<file path="config.mk">
export PLATFORM = sky130hd
export DESIGN_NAME = priority_round_robin_scheduler_flat
export DESIGN_NICKNAME = d
export VERILOG_FILES = /design/src/rtl/core/prrs_pkg.sv /design/src/rtl/core/prrs_in_if.sv /design/src/rtl/core/prrs_out_if.sv /design/src/rtl/core/prrs_ram.sv /design/src/rtl/core/prrs_front.sv /design/src/rtl/core/prrs_queue.sv /design/src/rtl/core/prrs_back.sv /design/src/rtl/core/priority_round_robin_scheduler.sv /design/src/flat_wrapper.sv
export SDC_FILE = /design/constraint.sdc
export NUM_CORES = 1
export LEC_CHECK = 0
export BUFFER_PORTS_ARGS = -buffer_cell sky130_fd_sc_hd__clkbuf_2
export CAP_MARGIN = 10
export CORE_MARGIN = 2
export CORE_UTILIZATION = 45
export CTS_CLUSTER_DIAMETER = 80
export DETAILED_ROUTE_END_ITERATION = 8
export GPL_TIMING_DRIVEN = 0
export PLACE_DENSITY = 0.58
export SETUP_SLACK_MARGIN = 0.15
export SYNTH_ARGS = -nofsm -noshare
export SYNTH_HDL_FRONTEND = slang
export SYNTH_SLANG_ARGS = --single-unit
</file>
<file path="constraint.sdc">
create_clock -name clk -period 4.2 [get_ports clk]
set_clock_uncertainty 0.15 [all_clocks]
set_input_delay 0.63 -clock clk [delete_from_list [all_inputs] [get_ports clk]]
set_output_delay 0.63 -clock clk [all_outputs]
set_load 0.02 [all_outputs]
</file>
<file path="src/rtl/core/prrs_pkg.sv">
`default_nettype none

package prrs_pkg;

  // Fixed field widths of the command and result words
  localparam int CMD_W  = 3;
  localparam int ID_W   = 5;
  localparam int PRIO_W = 3;

  localparam int TASK_SLOTS_DEF     = 32;
  localparam int PRIORITY_COUNT_DEF = 8;

  typedef enum logic [CMD_W-1:0] {
    CMD_PICK   = 3'd0,
    CMD_ADD    = 3'd1,
    CMD_EXIT   = 3'd2,
    CMD_INSERT = 3'd3,
    CMD_REMOVE = 3'd4
  } cmd_t;

  typedef enum logic [1:0] {
    OP_NONE   = 2'd0,
    OP_PICK   = 2'd1,
    OP_LINK   = 2'd2,
    OP_UNLINK = 2'd3
  } op_kind_t;

  // Decoded operation handed from the front end to the executor
  typedef struct packed {
    op_kind_t            kind;
    logic                count_up;
    logic                count_down;
    logic [ID_W-1:0]     task_id;
    logic [PRIO_W-1:0]   level;
  } op_t;

endpackage

`default_nettype wire

</file>
<file path="src/rtl/core/prrs_in_if.sv">
`default_nettype none

interface prrs_in_if import prrs_pkg::*; ();
  logic              valid;
  logic              ready;
  logic [CMD_W-1:0]  command;
  logic [ID_W-1:0]   task_id;
  logic [PRIO_W-1:0] task_priority;

  modport source (output valid, command, task_id, task_priority, input ready);
  modport sink   (input valid, command, task_id, task_priority, output ready);
endinterface

`default_nettype wire

</file>
<file path="src/rtl/core/prrs_out_if.sv">
`default_nettype none

interface prrs_out_if import prrs_pkg::*; ();
  logic            valid;
  logic            ready;
  logic [ID_W-1:0] chosen_task;
  logic            chosen_idle;
  logic            status;

  modport source (output valid, chosen_task, chosen_idle, status, input ready);
  modport sink   (input valid, chosen_task, chosen_idle, status, output ready);
endinterface

`default_nettype wire

</file>
<file path="src/rtl/core/prrs_ram.sv">
`default_nettype none

module prrs_ram #(
  parameter int WIDTH = 8,
  parameter int DEPTH = 32
) (
  input  wire logic                     clk,
  input  wire logic                     we,
  input  wire logic [$clog2(DEPTH)-1:0] waddr,
  input  wire logic [WIDTH-1:0]         wdata,
  input  wire logic                     re,
  input  wire logic [$clog2(DEPTH)-1:0] raddr,
  output      logic [WIDTH-1:0]         rdata
);

  logic [WIDTH-1:0] mem [DEPTH];

  always_ff @(posedge clk) begin
    if (we) begin
      mem[waddr] <= wdata;
    end
    if (re) begin
      rdata <= mem[raddr];
    end
  end

endmodule

`default_nettype wire

</file>
<file path="src/rtl/core/prrs_front.sv">
`default_nettype none

module prrs_front import prrs_pkg::*; #(
  parameter int TASK_SLOTS     = TASK_SLOTS_DEF,
  parameter int PRIORITY_COUNT = PRIORITY_COUNT_DEF
) (
  prrs_in_if.sink   request,
  input  wire logic push_ready,
  output      logic push,
  output      op_t  push_op
);

  logic [PRIO_W-1:0] level;
  logic              id_ok;

  assign request.ready = push_ready;
  assign push          = request.valid && push_ready;

  // Clamp the level into 1 .. PRIORITY_COUNT-1
  always_comb begin
    level = request.task_priority;
    if (level == '0) begin
      level = PRIO_W'(1);
    end else if (int'(level) >= PRIORITY_COUNT) begin
      level = PRIO_W'(PRIORITY_COUNT - 1);
    end
  end

  assign id_ok = int'(request.task_id) < TASK_SLOTS;

  always_comb begin
    push_op.kind       = OP_NONE;
    push_op.count_up   = 1'b0;
    push_op.count_down = 1'b0;
    push_op.task_id    = request.task_id;
    push_op.level      = level;
    unique case (cmd_t'(request.command))
      CMD_PICK: begin
        push_op.kind = OP_PICK;
      end
      CMD_ADD: begin
        push_op.kind     = id_ok ? OP_LINK : OP_NONE;
        push_op.count_up = id_ok;
      end
      CMD_EXIT: begin
        push_op.kind       = id_ok ? OP_UNLINK : OP_NONE;
        push_op.count_down = id_ok;
      end
      CMD_INSERT: begin
        push_op.kind = id_ok ? OP_LINK : OP_NONE;
      end
      CMD_REMOVE: begin
        push_op.kind = id_ok ? OP_UNLINK : OP_NONE;
      end
      default: begin
        push_op.kind = OP_NONE;
      end
    endcase
  end

endmodule

`default_nettype wire

</file>
<file path="src/rtl/core/prrs_queue.sv">
`default_nettype none

module prrs_queue import prrs_pkg::*; (
  input  wire logic clk,
  input  wire logic rst,
  input  wire logic push,
  input  wire op_t  push_op,
  output      logic push_ready,
  input  wire logic pop,
  output      logic pop_valid,
  output      op_t  pop_op
);

  // Two-entry queue between decode and execution
  op_t        entry [2];
  logic       wr_ptr;
  logic       rd_ptr;
  logic [1:0] fill;

  assign push_ready = fill != 2'd2;
  assign pop_valid  = fill != 2'd0;
  assign pop_op     = entry[rd_ptr];

  always_ff @(posedge clk) begin
    if (push) begin
      entry[wr_ptr] <= push_op;
    end
  end

  always_ff @(posedge clk) begin
    if (rst) begin
      wr_ptr <= 1'b0;
      rd_ptr <= 1'b0;
      fill   <= 2'd0;
    end else begin
      if (push) begin
        wr_ptr <= ~wr_ptr;
      end
      if (pop) begin
        rd_ptr <= ~rd_ptr;
      end
      if (push && !pop) begin
        fill <= fill + 2'd1;
      end else if (pop && !push) begin
        fill <= fill - 2'd1;
      end
    end
  end

endmodule

`default_nettype wire

</file>
<file path="src/rtl/core/prrs_back.sv">
`default_nettype none

module prrs_back import prrs_pkg::*; #(
  parameter int TASK_SLOTS     = TASK_SLOTS_DEF,
  parameter int PRIORITY_COUNT = PRIORITY_COUNT_DEF
) (
  input  wire logic   clk,
  input  wire logic   rst,
  input  wire logic   q_valid,
  input  wire op_t    q_op,
  output      logic   q_pop,
  prrs_out_if.source  response
);

  localparam int SLOT_W  = $clog2(TASK_SLOTS);
  localparam int LEVEL_W = $clog2(PRIORITY_COUNT);
  localparam int CNT_W   = $clog2(TASK_SLOTS + 1);

  typedef enum logic [3:0] {
    S_IDLE    = 4'b0001,
    S_PICK    = 4'b0010,
    S_LINK_W1 = 4'b0100,
    S_UNLINK  = 4'b1000
  } state_t;

  // Linking into a non-empty ring writes its links in a first and a second phase
  typedef enum logic [1:0] {
    LP_FIRST  = 2'b01,
    LP_SECOND = 2'b10
  } link_phase_t;

  state_t      state, state_next;
  link_phase_t phase, phase_next;

  logic [PRIORITY_COUNT-1:0] nonempty;
  logic [SLOT_W-1:0]         ring_current [PRIORITY_COUNT];
  logic [CNT_W-1:0]          count;

  logic [SLOT_W-1:0]  t_q;
  logic [SLOT_W-1:0]  before_q;
  logic [LEVEL_W-1:0] lvl_q;
  logic               up_q;
  logic               dn_q;

  logic [ID_W+SLOT_W-1:0]    slot_wide;
  logic [SLOT_W-1:0]         slot;
  logic [PRIO_W+LEVEL_W-1:0] lvl_wide;
  logic [LEVEL_W-1:0]        op_lvl;

  logic               pick_found;
  logic [LEVEL_W-1:0] pick_lvl;
  logic [LEVEL_W-1:0] rc_ra;
  logic [SLOT_W-1:0]  cur_rd;
  logic               full;
  logic               fin_ok;
  logic               commit;
  logic               latch;

  logic [SLOT_W-1:0]  nx_rd, pv_rd;
  logic [LEVEL_W-1:0] pr_rd;
  logic               rd_en;
  logic [SLOT_W-1:0]  nx_ra;
  logic               nx_we, pv_we, pr_we;
  logic [SLOT_W-1:0]  nx_wa, nx_wd, pv_wa, pv_wd;

  logic               rc_we;
  logic [LEVEL_W-1:0] rc_wa;
  logic [SLOT_W-1:0]  rc_wd;
  logic               ne_set, ne_clr;
  logic [LEVEL_W-1:0] ne_lvl;
  logic               cnt_up, cnt_dn;

  logic [SLOT_W-1:0]        res_chosen;
  logic                     res_idle, res_status;
  logic [SLOT_W+ID_W-1:0]   chosen_wide;

  logic               out_valid;

  assign slot_wide = {{SLOT_W{1'b0}}, q_op.task_id};
  assign slot      = slot_wide[SLOT_W-1:0];
  assign lvl_wide  = {{LEVEL_W{1'b0}}, q_op.level};
  assign op_lvl    = lvl_wide[LEVEL_W-1:0];

  // Highest non-empty level; level zero never holds a task
  always_comb begin
    pick_found = 1'b0;
    pick_lvl   = '0;
    for (int i = 1; i < PRIORITY_COUNT; i++) begin
      if (nonempty[i]) begin
        pick_found = 1'b1;
        pick_lvl   = LEVEL_W'(i);
      end
    end
  end

  assign rc_ra  = (q_op.kind == OP_PICK) ? pick_lvl : op_lvl;
  assign cur_rd = ring_current[rc_ra];
  assign full   = int'(count) >= TASK_SLOTS;
  assign fin_ok = !out_valid || response.ready;

  prrs_ram #(.WIDTH(SLOT_W), .DEPTH(TASK_SLOTS)) u_next (
    .clk, .we(nx_we), .waddr(nx_wa), .wdata(nx_wd),
    .re(rd_en), .raddr(nx_ra), .rdata(nx_rd)
  );

  prrs_ram #(.WIDTH(SLOT_W), .DEPTH(TASK_SLOTS)) u_prev (
    .clk, .we(pv_we), .waddr(pv_wa), .wdata(pv_wd),
    .re(rd_en), .raddr(slot), .rdata(pv_rd)
  );

  prrs_ram #(.WIDTH(LEVEL_W), .DEPTH(TASK_SLOTS)) u_prio (
    .clk, .we(pr_we), .waddr(slot), .wdata(op_lvl),
    .re(rd_en), .raddr(slot), .rdata(pr_rd)
  );

  always_comb begin
    state_next = state;
    phase_next = phase;
    q_pop      = 1'b0;
    commit     = 1'b0;
    latch      = 1'b0;
    res_chosen = '0;
    res_idle   = 1'b0;
    res_status = 1'b0;
    rd_en      = 1'b0;
    nx_ra      = slot;
    nx_we      = 1'b0;
    nx_wa      = slot;
    nx_wd      = slot;
    pv_we      = 1'b0;
    pv_wa      = slot;
    pv_wd      = slot;
    pr_we      = 1'b0;
    rc_we      = 1'b0;
    rc_wa      = op_lvl;
    rc_wd      = slot;
    ne_set     = 1'b0;
    ne_clr     = 1'b0;
    ne_lvl     = op_lvl;
    cnt_up     = 1'b0;
    cnt_dn     = 1'b0;
    unique case (state)
      S_IDLE: begin
        if (q_valid) begin
          unique case (q_op.kind)
            OP_PICK: begin
              if (pick_found) begin
                q_pop      = 1'b1;
                rd_en      = 1'b1;
                nx_ra      = cur_rd;
                latch      = 1'b1;
                state_next = S_PICK;
              end else if (fin_ok) begin
                q_pop    = 1'b1;
                commit   = 1'b1;
                res_idle = 1'b1;
              end
            end
            OP_LINK: begin
              if (q_op.count_up && full) begin
                if (fin_ok) begin
                  q_pop      = 1'b1;
                  commit     = 1'b1;
                  res_status = 1'b1;
                end
              end else if (!nonempty[op_lvl]) begin
                // first task of its level points at itself
                if (fin_ok) begin
                  q_pop  = 1'b1;
                  commit = 1'b1;
                  pr_we  = 1'b1;
                  nx_we  = 1'b1;
                  pv_we  = 1'b1;
                  rc_we  = 1'b1;
                  ne_set = 1'b1;
                  cnt_up = q_op.count_up;
                end
              end else begin
                q_pop      = 1'b1;
                pr_we      = 1'b1;
                rd_en      = 1'b1;
                nx_ra      = cur_rd;
                latch      = 1'b1;
                phase_next = LP_FIRST;
                state_next = S_LINK_W1;
              end
            end
            OP_UNLINK: begin
              q_pop      = 1'b1;
              rd_en      = 1'b1;
              latch      = 1'b1;
              state_next = S_UNLINK;
            end
            default: begin
              if (fin_ok) begin
                q_pop  = 1'b1;
                commit = 1'b1;
              end
            end
          endcase
        end
      end
      S_PICK: begin
        if (fin_ok) begin
          commit     = 1'b1;
          res_chosen = nx_rd;
          rc_we      = 1'b1;
          rc_wa      = lvl_q;
          rc_wd      = nx_rd;
          state_next = S_IDLE;
        end
      end
      S_LINK_W1: begin
        // nx_rd holds the successor of the current slot throughout
        unique case (phase)
          LP_FIRST: begin
            nx_we      = 1'b1;
            nx_wa      = t_q;
            nx_wd      = nx_rd;
            pv_we      = 1'b1;
            pv_wa      = t_q;
            pv_wd      = before_q;
            phase_next = LP_SECOND;
          end
          LP_SECOND: begin
            if (fin_ok) begin
              commit     = 1'b1;
              nx_we      = 1'b1;
              nx_wa      = before_q;
              nx_wd      = t_q;
              pv_we      = 1'b1;
              pv_wa      = nx_rd;
              pv_wd      = t_q;
              cnt_up     = up_q;
              state_next = S_IDLE;
            end
          end
          default: begin
            phase_next = LP_FIRST;
          end
        endcase
      end
      S_UNLINK: begin
        if (fin_ok) begin
          commit = 1'b1;
          cnt_dn = dn_q;
          ne_lvl = pr_rd;
          rc_we  = 1'b1;
          rc_wa  = pr_rd;
          if (nx_rd == t_q) begin
            ne_clr = 1'b1;
            rc_wd  = '0;
          end else begin
            nx_we = 1'b1;
            nx_wa = pv_rd;
            nx_wd = nx_rd;
            pv_we = 1'b1;
            pv_wa = nx_rd;
            pv_wd = pv_rd;
            rc_wd = pv_rd;
          end
          state_next = S_IDLE;
        end
      end
      default: begin
        state_next = S_IDLE;
      end
    endcase
  end

  always_ff @(posedge clk) begin
    if (rst) begin
      state    <= S_IDLE;
      phase    <= LP_FIRST;
      nonempty <= '0;
      count    <= '0;
    end else begin
      state <= state_next;
      phase <= phase_next;
      if (ne_set) begin
        nonempty[ne_lvl] <= 1'b1;
      end else if (ne_clr) begin
        nonempty[ne_lvl] <= 1'b0;
      end
      if (cnt_up) begin
        count <= count + CNT_W'(1);
      end else if (cnt_dn && count != '0) begin
        count <= count - CNT_W'(1);
      end
    end
  end

  always_ff @(posedge clk) begin
    if (rc_we) begin
      ring_current[rc_wa] <= rc_wd;
    end
    if (latch) begin
      t_q      <= slot;
      before_q <= cur_rd;
      lvl_q    <= pick_lvl;
      up_q     <= q_op.count_up;
      dn_q     <= q_op.count_down;
    end
  end

  // Result register: a new word loads only when the slot is free
  assign chosen_wide = {{ID_W{1'b0}}, res_chosen};

  always_ff @(posedge clk) begin
    if (rst) begin
      out_valid <= 1'b0;
    end else if (commit) begin
      out_valid <= 1'b1;
    end else if (response.ready) begin
      out_valid <= 1'b0;
    end
  end

  always_ff @(posedge clk) begin
    if (commit) begin
      response.chosen_task <= chosen_wide[ID_W-1:0];
      response.chosen_idle <= res_idle;
      response.status      <= res_status;
    end
  end

  assign response.valid = out_valid;

  a_count_bound: assert property (@(posedge clk) disable iff (rst)
    int'(count) <= TASK_SLOTS)
    else $error("registered task count above table size");

  a_level0_unused: assert property (@(posedge clk) disable iff (rst)
    !nonempty[0])
    else $error("level zero ring marked non-empty");

  a_pop_when_idle: assert property (@(posedge clk) disable iff (rst)
    q_pop |-> state == S_IDLE)
    else $error("queue popped while an operation is in flight");

  a_idle_word: assert property (@(posedge clk) disable iff (rst)
    out_valid && response.chosen_idle |-> response.chosen_task == '0 && !response.status)
    else $error("idle pick carries a task or status");

endmodule

`default_nettype wire

</file>
<file path="src/rtl/core/priority_round_robin_scheduler.sv">
// Fixed-priority round-robin task scheduler.
// request channel: one command word (pick, add, exit, insert, remove) with
// task_id and task_priority. response channel: exactly one word per command,
// carrying chosen_task and chosen_idle for a pick and status for an add.
// A decoder accepts and classifies commands into a two-entry queue; an
// executor works them off against the link memories (next, prev, level),
// each a single-port-write RAM with registered read, and fills one output
// register.
// Executor steps per command: an idle pick, a refused add, a slot out of
// range, an unknown command and linking the first task of a level finish
// in S_IDLE. Every other command first issues the registered reads of the
// link RAMs; a pick then finishes in S_PICK, an exit or remove in S_UNLINK
// and linking into a non-empty ring in S_LINK_W1 (LP_FIRST, LP_SECOND),
// with the read-modify-write of neighbor links, one write per RAM per cycle.
// The executor takes a new command only after finishing the last one.
// Reset clears the ring-occupied flags, task count, queue and output
// valid flag; link memories need no clearing. When the receiver stalls, the
// finished word holds, the executor waits on its last step and the queue
// keeps taking commands until it holds two.
`default_nettype none

module priority_round_robin_scheduler import prrs_pkg::*; #(
  parameter int TASK_SLOTS     = TASK_SLOTS_DEF,
  parameter int PRIORITY_COUNT = PRIORITY_COUNT_DEF
) (
  input wire logic   clk,
  input wire logic   rst,
  prrs_in_if.sink    request,
  prrs_out_if.source response
);

  logic push, push_ready;
  op_t  push_op;
  logic pop, pop_valid;
  op_t  pop_op;

  prrs_front #(
    .TASK_SLOTS(TASK_SLOTS),
    .PRIORITY_COUNT(PRIORITY_COUNT)
  ) u_front (
    .request,
    .push_ready,
    .push,
    .push_op
  );

  prrs_queue u_queue (
    .clk,
    .rst,
    .push,
    .push_op,
    .push_ready,
    .pop,
    .pop_valid,
    .pop_op
  );

  prrs_back #(
    .TASK_SLOTS(TASK_SLOTS),
    .PRIORITY_COUNT(PRIORITY_COUNT)
  ) u_back (
    .clk,
    .rst,
    .q_valid(pop_valid),
    .q_op(pop_op),
    .q_pop(pop),
    .response
  );

endmodule

`default_nettype wire

</file>
<file path="src/flat_wrapper.sv">
// flat-port wrapper written by rule: the top's interface ports become plain ports
module priority_round_robin_scheduler_flat import prrs_pkg::*;
#(
  parameter int TASK_SLOTS     = TASK_SLOTS_DEF,
  parameter int PRIORITY_COUNT = PRIORITY_COUNT_DEF
)
  (clk, rst, request_valid, request_command, request_task_id, request_task_priority, request_ready, response_valid, response_chosen_task, response_chosen_idle, response_status, response_ready);
  prrs_in_if request_i ();
  prrs_out_if response_i ();
  input wire logic clk;
  input wire logic rst;
  input wire logic [$bits(request_i.valid)-1:0] request_valid;
  input wire logic [$bits(request_i.command)-1:0] request_command;
  input wire logic [$bits(request_i.task_id)-1:0] request_task_id;
  input wire logic [$bits(request_i.task_priority)-1:0] request_task_priority;
  output wire logic [$bits(request_i.ready)-1:0] request_ready;
  output wire logic [$bits(response_i.valid)-1:0] response_valid;
  output wire logic [$bits(response_i.chosen_task)-1:0] response_chosen_task;
  output wire logic [$bits(response_i.chosen_idle)-1:0] response_chosen_idle;
  output wire logic [$bits(response_i.status)-1:0] response_status;
  input wire logic [$bits(response_i.ready)-1:0] response_ready;
  assign request_i.valid = request_valid;
  assign request_i.command = request_command;
  assign request_i.task_id = request_task_id;
  assign request_i.task_priority = request_task_priority;
  assign request_ready = request_i.ready;
  assign response_valid = response_i.valid;
  assign response_chosen_task = response_i.chosen_task;
  assign response_chosen_idle = response_i.chosen_idle;
  assign response_status = response_i.status;
  assign response_i.ready = response_ready;
  priority_round_robin_scheduler #(.TASK_SLOTS(TASK_SLOTS), .PRIORITY_COUNT(PRIORITY_COUNT)) u_core (.clk(clk), .rst(rst), .request(request_i), .response(response_i));
endmodule
</file>
==> impl_results.md <==
* Synth async-reset ratio at 0%
* I/O pin cnt at 24
* Fin. max-slew vios at 0
* Seq/Total Area, Yosys at 69.8%
* Die area at 52700 um2
* Starting Density at 45.6%
* Max-cap violations at 0
* Maximum VDD drop at 0.000358 V
* Share of layout cells above drive strength 1 at 22.4%
* Setup crit start kind: flop
* H-tree levels at 2
* Global-route wire length before repair at 79800 um
* Drt first pass iters at 5
* Antenna Cells at 0
* Buf/Inv on CP at 3
* IO buf count at 22
* Post-synth design cell area at 22900 um2
* CP max-delay cell: mux4_2
* Largest net degree at the start of global routing at 33
* Worst-Margin Slew at 1.19 ns
* Final Critical Period at 4.01 ns
* Period Utilization, post-route at 95.4%
* Post-Route Setup TNS at 0 ns
* Capturing element type of the critical path: flop
* Mean area per synthesized cell at 15.7 um2
* Clock buffer count from CTS at 57
* Vias in the first global route at 13100
* RSZ-0062 raised after global routing: yes
* Worst-path clk slew at 0.06 ns
* Initial antenna violation count at 0
* NumNets Final at 1610
* Final hold slack at 0.0508 ns
* WL per Instance at 23.1 um
* Number of core rows at 82
* Worst path cell trace: mux2i_4 > inv_8 > mux4_2 > mux2i_4 > nand4_1 > inv_2 > a22o_1 > inv_1 > ha_1 > a21o_1 > a21oi_1 > o21bai_1 > a21oi_1 > xor2_1 > nand2_1 > xor2_1 > nor2_1
* Clock buffer depth at 3
* Total congestion overflow at 0
* Static Leak at 8.80 nW
* Setup violators final at 0
* PwrDens at 596 nW/um2
* Area grow syn2layout at 17.0%
* Primary FF master, synth: edfxtp_1
* Vias per cell at 5.70
* CTS tree: built
* Max frequency at 250 MHz
* Violation count after the first detailed-routing iteration at 1265
* WP data required at 4.52 ns
* Worst slack at placement at -0.745 ns
* Core ar. at 50200 um2
* Clk_lat worst skew at 0.62 ns
* EDFF count, synth at 515
* Die Span X at 230 um
* Seq cells post-synth at 541
* Routed via count at 13100
* Drt total wl at 53100 um
* RD Place Congestion at 0.893
* Crit-path max FO at 18
* Synth warnings at 0
* Die height at 230 um
* DP Wirelength at 35600 um
* DRC violations left at 0
* Clock sinks at 541
* DRT antenna net count at 0
* Max incr delay on CP at 0.46 ns
* GRT Util Overall at 20.1%
* Fin. Hold Viols at 0
* CP top delay family: multiplexers
* Critical path type: flop to flop
* Syn nets at 1483
* Max-slew headroom at 20.2%
* Status: complete, no violations
* Yosys cell types at 65
* Final worst slack at 0.193 ns
* Worst path arrival time at 4.33 ns
* Syn Inst Count at 1455
* Clk Tree Root Cell: clkbuf_16
* Worst hold-check path type: input pin to flop
[final cells by class]
| cell class | count | area, um2 |
|---|---|---|
| plain buffers | 62 | 425 |
| clock buffers | 75 | 1520 |
| clock inverters | 25 | 176 |
| fillers | 4000 | 23400 |
| inverters | 24 | 105 |
| multi-input cells | 828 | 7170 |
| flip-flops and latches | 541 | 16000 |
| well taps | 672 | 841 |
| repair buffers | 65 | 554 |
| repair inverters | 3 | 16.3 |
[cells by family after synthesis]
| kind of cell | after synthesis | share of synthesized area [%] |
|---|---|---|
| xor gates and xnor gates | 16 | 0.612 |
| buffers and inverters | 86 | 1.73 |
| muxes | 211 | 12.9 |
| adders and majority gates | 13 | 0.743 |
| and+or+nand+nor | 341 | 6.90 |
| AOI/OAI and AO/OA | 247 | 7.27 |
| DFF | 541 | 69.8 |
[synthesized netlist by cell type, types with 14 or more instances]
master	n	area, um2
edfxtp_1	515	15500
nor2_1	175	657
mux2i_1	140	1400
mux4_2	66	1490
a21oi_1	57	285
nand2_1	49	184
a22oi_1	40	300
clkbuf_1	34	128
o22ai_1	31	194
dfxtp_1	26	521
o21ai_0	26	130
inv_1	22	82.6
a211oi_1	20	150
nand3_1	18	90.1
o21bai_1	15	113
and3_1	14	87.6
[cell usage in the layout, fill, tap and decap left out, drive strengths merged, types with 11 or more instances in the layout]
cell    synthesis  final
xor2           11     11
a22oi          40     40
o21ai          30     30
clkinv          1     22
mux2i         143    143
ha             12     12
o22ai          32     32
nand3          19     19
nand4          12     12
nand2          49     49
inv            23     23
buf            28     70
a21o           13     13
mux4           66     66
nand2b         13     13
nor3           14     14
a21oi          58     58
dfxtp          26     26
o21bai         15     15
edfxtp        515    515
clkbuf         34    132
a211oi         25     25
and3           15     15
nor2          175    175
[path summary, 6_finish.rpt]
check	cells past startpoint	slack [ns]	startpoint	endpoint
worst max-delay path	17	0.19	flop	u_core.u_back.count[5]
worst min-delay path	1	0.05	request_task_id[1]	u_core.u_queue.entry[0][4]
worst max register to register	17	0.19	flop	u_core.u_back.count[5]
worst min register to register	2	0.37	u_core.u_queue.rd_ptr	u_core.u_queue.rd_ptr
[flip-flops by register name (all words and copies together), names as in the netlist, 2 cells and up, named ones only]
signal                              cells
u_core.u_back.u_prio.rdata              3
u_core.u_back.before_q                  5
u_core.u_back.ring_current             40
u_core.u_back.u_prio.mem               96
u_core.u_back.t_q                       5
u_core.u_back.u_next.rdata              5
u_core.u_back.u_prev.rdata              5
u_core.u_back.response.chosen_task      5
u_core.u_back.state                     4
u_core.u_back.u_next.mem              160
u_core.u_back.u_prev.mem              160
u_core.u_queue.fill                     2
u_core.u_queue.entry                   24
u_core.u_back.lvl_q                     3
u_core.u_back.phase                     2
u_core.u_back.count                     6
[worst register-to-register path: stages (launching register included)]
cell      delay (ns)
dfxtp_4         0.40
mux2i_4         0.34
inv_8           0.12
mux4_2          0.46
mux2i_4         0.26
nand4_1         0.18
inv_2           0.17
a22o_1          0.22
inv_1           0.16
ha_1            0.32
a21o_1          0.17
a21oi_1         0.22
o21bai_1        0.09
a21oi_1         0.19
xor2_1          0.16
nand2_1         0.07
xor2_1          0.15
nor2_1          0.05
[metrics by stage]
step / cells / cell area (um2) / power (W) / util (%)
6_report: 2295 / 26800 / 0.0160 / 53.4
5_1_grt: 2295 / 26800 / 0.0167 / 53.4
4_1_cts: 2275 / 26200 / 0.0157 / 52.3
3_5_place_dp: 2157 / 24000 / 0.0108 / 47.9
3_3_place_gp: 2149 / 23800 / 0.0106 / 47.5
2_1_floorplan: 1455 / 22900 / 0.00943 / -
[layer usage]
layer / up-vias / routed length [um] / global-route usage [%]
met5: - / 0 / 0
met4: 0 / 1310 / 5.88
met3: 95 / 3220 / 3.44
met2: 417 / 25200 / 32.3
met1: 6553 / 23400 / 28.3
li1: 6006 / - / -
[repair_timing]
action	4_1_cts	5_1_grt
gates resized for setup	76	96
buffers inserted	14	18
gates cloned	4	2
setup endpoints to repair	395	306
pin swaps	8	17
hold buffers	0	0
[power breakdown]
part | internal (W) | total (W) | switching, W
combinational | 0.00186 | 0.00468 | 0.00282
sequential | 0.00657 | 0.00672 | 0.000145
clock | 0.00259 | 0.00459 | 0.00200
(Power assumes the default switching activity.)
